`src/rtl/msh_pkg.sv`:
```
// ----------------------------------------------------------------------------
// msh_pkg
// Shared types, register codes and gain helpers for the mid/side Haas delay.
// ----------------------------------------------------------------------------
package msh_pkg;

  // Configuration port
  localparam int CFG_IDX_W  = 3;
  localparam int CFG_DATA_W = 18;

  // Register field widths
  localparam int GAIN_W     = 17;
  localparam int MAIN_DLY_W = 18;
  localparam int HAAS_DLY_W = 14;

  // Register indexes
  localparam logic [CFG_IDX_W-1:0] REG_MID_GAIN    = 3'd0;
  localparam logic [CFG_IDX_W-1:0] REG_SIDE_GAIN   = 3'd1;
  localparam logic [CFG_IDX_W-1:0] REG_MID_DELAY   = 3'd2;
  localparam logic [CFG_IDX_W-1:0] REG_SIDE_DELAY  = 3'd3;
  localparam logic [CFG_IDX_W-1:0] REG_LEFT_DELAY  = 3'd4;
  localparam logic [CFG_IDX_W-1:0] REG_RIGHT_DELAY = 3'd5;
  localparam logic [CFG_IDX_W-1:0] REG_PAN         = 3'd6;

  // Q1.16 gain constants
  localparam logic [GAIN_W-1:0] Q_ONE  = 17'h10000;
  localparam logic [GAIN_W-1:0] Q_HALF = 17'h08000;
  localparam logic [GAIN_W:0]   Q_TWO  = 18'h20000;
  localparam logic [GAIN_W-1:0] GAIN_RST = 17'h08000;

  // Sequencer program
  localparam int STEP_W = 4;
  localparam logic [STEP_W-1:0] STEP_IDLE   = 4'd0;
  localparam logic [STEP_W-1:0] STEP_MUL_H  = 4'd1;
  localparam logic [STEP_W-1:0] STEP_WR_H   = 4'd2;
  localparam logic [STEP_W-1:0] STEP_RD_H   = 4'd3;
  localparam logic [STEP_W-1:0] STEP_SUMDIF = 4'd4;
  localparam logic [STEP_W-1:0] STEP_MUL_M  = 4'd5;
  localparam logic [STEP_W-1:0] STEP_WR_M   = 4'd6;
  localparam logic [STEP_W-1:0] STEP_RD_M   = 4'd7;
  localparam logic [STEP_W-1:0] STEP_EMIT   = 4'd8;

  typedef enum logic [1:0] {
    COND_NONE = 2'd0,
    COND_IN   = 2'd1,
    COND_OUT  = 2'd2
  } cond_t;

  typedef enum logic {
    MUL_HAAS = 1'b0,
    MUL_MAIN = 1'b1
  } mul_sel_t;

  typedef struct packed {
    logic              latch;
    logic              mul_en;
    mul_sel_t          mul_sel;
    logic              wr_haas;
    logic              rd_haas;
    logic              sumdiff;
    logic              wr_main;
    logic              rd_main;
    logic              emit;
    cond_t             cond;
    logic [STEP_W-1:0] next_step;
  } uctrl_t;

  typedef struct packed {
    logic run;
    logic in_xfer;
    logic out_free;
  } seq_status_t;

  // Control store: one word per step
  function automatic uctrl_t ucode(input logic [STEP_W-1:0] step);
    uctrl_t w;
    w = '0;
    unique case (step)
      STEP_IDLE: begin
        w.latch = 1'b1;
        w.cond = COND_IN;
        w.next_step = STEP_MUL_H;
      end
      STEP_MUL_H: begin
        w.mul_en = 1'b1;
        w.mul_sel = MUL_HAAS;
        w.next_step = STEP_WR_H;
      end
      STEP_WR_H: begin
        w.wr_haas = 1'b1;
        w.next_step = STEP_RD_H;
      end
      STEP_RD_H: begin
        w.rd_haas = 1'b1;
        w.next_step = STEP_SUMDIF;
      end
      STEP_SUMDIF: begin
        w.sumdiff = 1'b1;
        w.next_step = STEP_MUL_M;
      end
      STEP_MUL_M: begin
        w.mul_en = 1'b1;
        w.mul_sel = MUL_MAIN;
        w.next_step = STEP_WR_M;
      end
      STEP_WR_M: begin
        w.wr_main = 1'b1;
        w.next_step = STEP_RD_M;
      end
      STEP_RD_M: begin
        w.rd_main = 1'b1;
        w.next_step = STEP_EMIT;
      end
      STEP_EMIT: begin
        w.emit = 1'b1;
        w.cond = COND_OUT;
        w.next_step = STEP_IDLE;
      end
      default: begin
        w.next_step = STEP_IDLE;
      end
    endcase
    return w;
  endfunction

  // Clamp a gain to 1.0
  function automatic logic [GAIN_W-1:0] sat_gain(input logic [GAIN_W-1:0] g);
    return g[GAIN_W-1] ? Q_ONE : g;
  endfunction

  // Below center the right channel drops, left stays at 1.0
  function automatic logic [GAIN_W-1:0] pan_right_gain(input logic [GAIN_W-1:0] p);
    logic [GAIN_W-1:0] ps;
    ps = sat_gain(p);
    return (ps < Q_HALF) ? GAIN_W'({ps, 1'b0}) : Q_ONE;
  endfunction

  // Above center the left channel drops, right stays at 1.0
  function automatic logic [GAIN_W-1:0] pan_left_gain(input logic [GAIN_W-1:0] p);
    logic [GAIN_W-1:0] ps;
    ps = sat_gain(p);
    return (ps > Q_HALF) ? GAIN_W'(Q_TWO - {ps, 1'b0}) : Q_ONE;
  endfunction

endpackage

```
`src/rtl/msh_seq.sv`:
```
// ----------------------------------------------------------------------------
// msh_seq
// Step counter over the control store, with conditional holds on the stream
// handshakes.
// ----------------------------------------------------------------------------
module msh_seq (
  input  logic                 clk,
  input  logic                 rst,
  input  msh_pkg::seq_status_t status,
  output msh_pkg::uctrl_t      ctrl
);
  import msh_pkg::*;

  logic [STEP_W-1:0] step;
  logic [STEP_W-1:0] step_next;
  logic              go;

  always_comb begin
    ctrl = ucode(step);
    unique case (ctrl.cond)
      COND_IN:  go = status.run && status.in_xfer;
      COND_OUT: go = status.run && status.out_free;
      default:  go = status.run;
    endcase
    step_next = go ? ctrl.next_step : step;
  end

  always_ff @(posedge clk) begin
    if (rst) begin
      step <= STEP_IDLE;
    end else begin
      step <= step_next;
    end
  end

endmodule

```
`config.mk`:
```
export PLATFORM = sky130hd
export DESIGN_NAME = msh_seq
export DESIGN_NICKNAME = d
export VERILOG_FILES = /design/src/rtl/msh_pkg.sv /design/src/rtl/msh_seq.sv
export SDC_FILE = /design/constraint.sdc
export NUM_CORES = 1
export LEC_CHECK = 0
export BUFFER_PORTS_ARGS = -buffer_cell sky130_fd_sc_hd__clkbuf_2
export CAP_MARGIN = 10
export CORE_MARGIN = 10
export CORE_UTILIZATION = 27
export CTS_CLUSTER_SIZE = 12
export DETAILED_ROUTE_END_ITERATION = 10
export PLACE_DENSITY = 0.55
export SLEW_MARGIN = 10
export SYNTH_ARGS = -nofsm -noshare
export SYNTH_HDL_FRONTEND = slang
export SYNTH_SLANG_ARGS = --single-unit
export TNS_END_PERCENT = 10
```
`constraint.sdc`:
```
create_clock -name clk -period 2.4 [get_ports clk]
set_clock_uncertainty 0.2 [all_clocks]
set_input_delay 0.48 -clock clk [delete_from_list [all_inputs] [get_ports clk]]
set_output_delay 0.48 -clock clk [all_outputs]
set_load 0.01 [all_outputs]
```
==> results of run 1 <==
## layout make-up
| cell class | instances | area [sq um] |
|---|---|---|
| Tap cell | 15 | 18.8 |
| Sequential cell | 4 | 80.1 |
| Clock buffer | 3 | 22.5 |
| Inverter | 4 | 15.0 |
| Multi-Input combinational cell | 38 | 262 |
| Timing Repair Buffer | 25 | 140 |
| Fill cell | 158 | 763 |
## cells in the mapped netlist
| library cell | count | area (sq um) |
|---|---|---|
| nor2_1 | 8 | 30.0 |
| dfxtp_1 | 4 | 80.1 |
| inv_1 | 4 | 15.0 |
| nor3_1 | 4 | 20.0 |
| mux2i_1 | 3 | 30.0 |
| nand2_1 | 3 | 11.3 |
| nand2b_1 | 3 | 18.8 |
| a211o_1 | 2 | 17.5 |
| ha_1 | 2 | 25.0 |
| or4_2 | 2 | 17.5 |
| a21boi_0 | 1 | 7.51 |
| a21oi_1 | 1 | 5.00 |
| a41oi_1 | 1 | 8.76 |
| buf_2 | 1 | 5.00 |
| buf_4 | 1 | 7.51 |
| buf_6 | 1 | 11.3 |
| mux2_2 | 1 | 11.3 |
| nand3_1 | 1 | 5.00 |
| nand4_1 | 1 | 6.26 |
| nor2b_1 | 1 | 6.26 |
| nor3b_1 | 1 | 7.51 |
| or3_1 | 1 | 6.26 |
| or4b_1 | 1 | 10.0 |
| xor2_1 | 1 | 8.76 |
## critical path: cells and delay by family, from the launching register on
kind	cells	cell delay, ns
flip-flops	1	0.35
AND/OR/NAND/NOR	2	0.59
buffers and inverters	2	0.22
adder cells (fa/ha/maj)	1	0.19
## kinds of logic (layout without fill, tap and decap cells)
| kind of cell | count (synthesis) | after routing |
|---|---|---|
| XOR/XNOR | 1 | 1 |
| buffers and inverters | 7 | 32 |
| multiplexers | 4 | 4 |
| AND/OR/NAND/NOR | 26 | 26 |
| adder cells (fa/ha/maj) | 2 | 2 |
| AO/OA/AOI/OAI | 5 | 5 |
| flip-flops | 4 | 4 |
## metal layers
| layer | vias up | part of all wire (%) | track usage (%) |
|---|---|---|---|
| met5 | - | 0 | 0 |
| met4 | 0 | 0 | 3.02 |
| met3 | 0 | 8.5 | 4.42 |
| met2 | 11 | 51 | 11.0 |
| met1 | 199 | 41 | 7.48 |
| li1 | 226 | - | - |
## power by group
| part | leakage (nW) | switching (mW) | total [mW] | internal [mW] |
|---|---|---|---|---|
| logic | 0.230 | 0.0711 | 0.134 | 0.0631 |
| clock network | 0.0138 | 0.0320 | 0.0882 | 0.0562 |
| registers | 0.0326 | 0.00599 | 0.0795 | 0.0735 |
## per-stage QoR
stage	instance area [sq um]	util, %
floorplan	375	-
global placement	510	39.2
detailed placement	510	39.2
CTS	538	41.3
global route	538	41.3
finish	538	41.3
## timing repair
| item | CTS | global route |
|---|---|---|
| endpoints found under the setup margin | 1 | 0 |
| endpoints found under the hold margin | 0 | 0 |
| resized for setup | 2 | 0 |
| hold buffers | 0 | 0 |
## final timing paths
check	startpoint	end	slack [ns]
max reg2reg	step[3]	step[0]	0.26
min	step[3]	step[2]	0.42
min reg2reg	step[3]	step[2]	0.42
max	step[3]	ctrl[5]	0.13
==> reports/qor.yml, run 1 <==
run_status:
  outcome: "complete, no violations"
clock_network:
  post_cts_buffers: 0
  cts-htree-levels: 1
  tritoncts.num_buffers: 3
  clk_pin_slew_worst_paths_ns: 0.04
  clock_sinks: 4
  clk_latency_ns: 0.24
  ctsLongestPathBuffers: 2
  clk_root_buffer_cell: "clkbuf_4"
  cts_tree: "yes"
placement:
  pre_cts_setup_slack_ns: 0.130
  buffer_ports.inserted: 19
  gp_routability_congestion: 0.765
  dp_hpwl_um: 910
  total_placed_cells_including_tap_cells: 86
die:
  die_w_um: 57.1
  floorplan.core_area_sq_mm: 0.00130
  initial_core_util_pct: 28.6
  row_count: 13
  die-area_sq_mm: 0.00326
  ios: 20
  dieHeight_um: 57.1
final_layout:
  nets: 83
  layout.cells.most_common_list: "clkbuf_2 (19), nor2_1 (8), buf_4 (6)"
  flip_flop_count_of_the_largest_register_all_copies_and_words_added: 4
  insertedDiodeCount: 0
  final_common_cell: "clkbuf_2"
  stdcell_count: 89
  top_register_by_number_of_flip_flops: "step"
  drive_above_1_share_pct: 43.2
  area_growth_syn_to_layout_pct: 44.8
  reg_top3: "step: 4 flops"
worst_hold_path:
  kind_of_path_behind_the_tightest_hold_check: "reg -> reg"
  min_delay_path_depth: 3
grt:
  globalRouteTotalUtil_pct: 7.08
  grt_first_pass_wirelength_um: 1910
  grt_antenna_before_repair: 0
  first_global_vias: 445
  gr-total-overflow: 0
  grt_max_degree: 12
synthesis:
  synthCells: 49
  largest_family_of_logic_cells_by_synthesized_area: "simple AND/OR/NAND/NOR gates"
  ys_types: 24
  synth_seq_area_share_pct: 21.5
  count_of_warnings_emitted_by_yosys: 0
  synth.mux.area_fraction_pct: 11.1
  synth_compound_area_share_pct: 10.4
  yosys_register_bits: 4
  synth_nets: 56
  yosys.area_share.adder_pct: 6.73
  syn_area_per_cell_sq_um: 7.58
  post_synth_instance_area_sq_um: 372
  post_synth_xor_area_fraction_pct: 2.36
  post_synth_and_or_nand_nor_area_fraction_pct: 37.4
routing:
  ant_nets: 0
  route.detailed.vias_per_inst: 4.90
  post_detailed_routing_wire_length_um: 1100
  drtPass1Iterations: 3
  avgRoutedWirePerCell_um: 12.4
  drt_drc_violations_left: 0
  route.vias.total: 436
  drt-initial-drc-count: 7
sta:
  setup_tns_ns: 0
  max_slew_margin_pct: 82.6
  finalWorstSetupSlack_ns: 0.133
  slew_violations: 0
  finalSetupViolations: 0
  worst-slew-pin-transition_ns: 0.254
  fmax_ghz: 0.441
  hold_viol: 0
  layout_worst_path_cycle_share_pct: 94.5
  unrepaired_setup_endpoints_after_global_routing: "false"
  finalCriticalPeriod_ns: 2.27
  timing.hold.ws_ns: 0.418
critical_path:
  path_cells: "inv_1 -> or4_4 -> ha_1 -> nor2_1 -> clkbuf_2"
  crit_path_start_kind: "flop"
  cp-end-kind: "output port"
  crit_fanout: 3
  worstRegToRegCells: 7
  critical-path-max-stage-delay_ns: 0.49
  arrival_ns: 1.59
  worst_path_max_delay_cell: "or4_4"
  setup.worst_path.class: "reg -> out"
  critPathRequiredTime_ns: 1.72
pwr:
  cellPowerDensity_mw_per_mm2: 561
  vdd_ir_drop_max_mv: 0.343
  static-leakage-power_nw: 0.276
  power.total_uw: 302
run:
  drv.max_cap_violation_count: 0
(Power assumes the default switching activity.)
==> run 2, diff against run 1 <==
--- a/config.mk
+++ b/config.mk
@@ -5,13 +5,13 @@
 export SDC_FILE = /design/constraint.sdc
 export NUM_CORES = 1
 export LEC_CHECK = 0
-export BUFFER_PORTS_ARGS = -buffer_cell sky130_fd_sc_hd__clkbuf_2
 export CAP_MARGIN = 10
 export CORE_MARGIN = 10
 export CORE_UTILIZATION = 27
 export CTS_CLUSTER_SIZE = 12
 export DETAILED_ROUTE_END_ITERATION = 10
-export PLACE_DENSITY = 0.55
+export DONT_BUFFER_PORTS = 1
+export PLACE_DENSITY = 0.42
 export SLEW_MARGIN = 10
 export SYNTH_ARGS = -nofsm -noshare
 export SYNTH_HDL_FRONTEND = slang
==> run 2 against run 1 <==
  * First-iteration DRC count is 43% higher
  * Maximum frequency is 2.8% lower
  * Register-to-register slack worse by 0.15 ns
  * Critical path type unchanged
  * Cell area is 14% lower
  * Sequential power is 2% higher
  * Cell count is 19% lower
  * Non-clock buffer count is 17 lower
  * Power is 11% lower
  * Combinational power is 22% lower
  * Die area stayed put
  * Clock-buffer cell count stayed put
  * Critical path depth is 2 lower
==> reports/qor.yml, run 2 (synthesis gave the netlist of run 1 again) <==
sta:
  max_slew_margin_pct: 72.0  # -11 points
  setup_tns_ns: 0  # unchanged
  finalSetupViolations: 0  # unchanged
  worst-slew-pin-transition_ns: 0.416  # +0.162 ns
  layout_worst_path_cycle_share_pct: 97.1  # +2.7 points
  finalWorstSetupSlack_ns: 0.0684  # -0.0647 ns
  fmax_ghz: 0.429  # -2.8%
  slew_violations: 0  # unchanged
  finalCriticalPeriod_ns: 2.33  # +0.0647 ns
  unrepaired_setup_endpoints_after_global_routing: "false"
  hold_viol: 0  # unchanged
final_layout:
  nets: 66  # -20%
  reg_top3: "step: 4 flops"
  area_growth_syn_to_layout_pct: 24.6
  final_common_cell: "buf_4"
  drive_above_1_share_pct: 31.6  # -12 points
  layout.cells.most_common_list: "buf_4 (8), nor2_1 (7), nor3_1 (4), inv_1 (4)"
  insertedDiodeCount: 0  # unchanged
  stdcell_count: 72  # -19%
  finalInstanceArea_sq_um: 463  # -14%
  top_register_by_number_of_flip_flops: "step"
  flip_flop_count_of_the_largest_register_all_copies_and_words_added: 4  # unchanged
grt:
  grt_antenna_before_repair: 0  # unchanged
  globalRouteTotalUtil_pct: 6.07  # -1.0 points
  grt_max_degree: 8  # -4
  first_global_vias: 324  # -27%
  grt_first_pass_wirelength_um: 1570  # -18%
  gr-total-overflow: 0  # unchanged
die:
  ios: 20  # unchanged
  floorplan.core_area_sq_mm: 0.00130  # unchanged
  die-area_sq_mm: 0.00326  # unchanged
  row_count: 13  # unchanged
  initial_core_util_pct: 28.6  # unchanged
  die_w_um: 57.1  # unchanged
  dieHeight_um: 57.1  # unchanged
placement:
  total_placed_cells_including_tap_cells: 69  # -20%
  gp_routability_congestion: 0.728  # -4.8%
  buffer_ports.inserted: 0  # -19
  placed_cell_area_sq_um: 430  # -16%
  dp_hpwl_um: 833  # -8.4%
  pre_cts_setup_slack_ns: 0.102  # -0.0276 ns
critical_path:
  setup.worst_path.class: "reg -> out"
  arrival_ns: 1.65  # +0.06 ns
  timing.rr.start: "step[0]"
  worstRegToRegCells: 5  # -2
  critPathRequiredTime_ns: 1.72  # about the same
  crit_path_start_kind: "flop"
  cp-end-kind: "output port"
  worst_setup_path_startpoint: "step[0]"
  crit_fanout: 4  # +1
routing:
  drt-initial-drc-count: 10  # +3
  route.vias.total: 367  # -16%
  met3RoutedLength_um: 114  # +21%
  drtPass1Iterations: 4  # +1
  ant_nets: 0  # unchanged
  drt_drc_violations_left: 0  # unchanged
  route.met2.wl_um: 478  # -14%
  post_detailed_routing_wire_length_um: 985  # -11%
  avgRoutedWirePerCell_um: 13.7  # +11%
  route.detailed.vias_per_inst: 5.10  # +4.0%
  highest-signal-layer: "met4"
  drt-met1-wl_um: 380  # -15%
clock_network:
  tritoncts.num_buffers: 3  # unchanged
  clock_sinks: 4  # unchanged
  ctsLongestPathBuffers: 2  # unchanged
  cts_tree: "yes"
  cts-htree-levels: 1  # unchanged
  clk_pin_slew_worst_paths_ns: 0.04  # about the same
  post_cts_buffers: 0  # unchanged
  clk_root_buffer_cell: "clkbuf_4"
  clk_latency_ns: 0.24  # about the same
run_status:
  outcome: "complete, no violations"
run:
  drv.max_cap_violation_count: 0  # unchanged
pwr:
  vdd_ir_drop_max_mv: 0.328  # -4.2%
  power.total_uw: 269  # -11%
  cellPowerDensity_mw_per_mm2: 582  # +3.7%
  static-leakage-power_nw: 0.205  # -26%
worst_hold_path:
  kind_of_path_behind_the_tightest_hold_check: "in -> reg"
  hold_path.startpoint: "rst"
  min_delay_path_depth: 2  # -1
-- run 2: cell count changes in the layout (fill, tap and decap cells not counted) --
cell / delta
clkbuf_2: -19
buf_4: +2
dfxtp_1: -1
dfxtp_2: +1
mux2i_1: -1
mux2i_2: +1
nor2_1: -1
nor2_2: +1
or4_2: +1
or4_4: -1
-- run 2: layout make-up --
type,instances,area [sq um]
fillers,160,838
multi-input cells,38,265
flip-flops and latches,4,81.3
repair buffers,8,60.1
clock buffers,3,22.5
well taps,15,18.8
inverters,4,15.0
-- run 2: metal layers --
layer | up-vias | global-route usage [%]
met2 | 12 | 9.30
met4 | 0 | 1.01
met5 | - | 0
li1 | 187 | -
met1 | 166 | 6.13
met3 | 2 | 5.53
-- run 2: repair_timing --
action / CTS / global route
hold buffers: 0 / 0
gates cloned: 0 / 0
setup endpoints to repair: 1 / 5
resized for setup: 1 / 3
pin swaps: 0 / 1
endpoints found under the hold margin: 0 / 0
-- run 2: final timing paths --
check / slack, ns / end
min reg2reg: 0.40 / step[2]
max reg2reg: 0.11 / step[0]
max: 0.07 / ctrl[5]
min: 0.22 / step[3]
-- run 2: worst max-delay path, stage by stage, from the launching register on --
cell and delay, ns:
dfxtp_1 0.33, or4_2 0.72, ha_1 0.24, nor2_2 0.13
-- run 2: report_power, final --
part	internal, mW	total, mW	switching, mW
logic	0.0420	0.104	0.0615
clock network	0.0560	0.0850	0.0290
registers	0.0736	0.0810	0.00739
-- run 2: metrics by stage --
step | hold WS [ns] | utilization, %
2_1_floorplan | 0.286 | -
3_3_place_gp | 0.393 | 33.1
3_5_place_dp | 0.382 | 33.1
4_1_cts | 0.225 | 35.0
5_1_grt | 0.229 | 35.6
6_report | 0.220 | 35.6
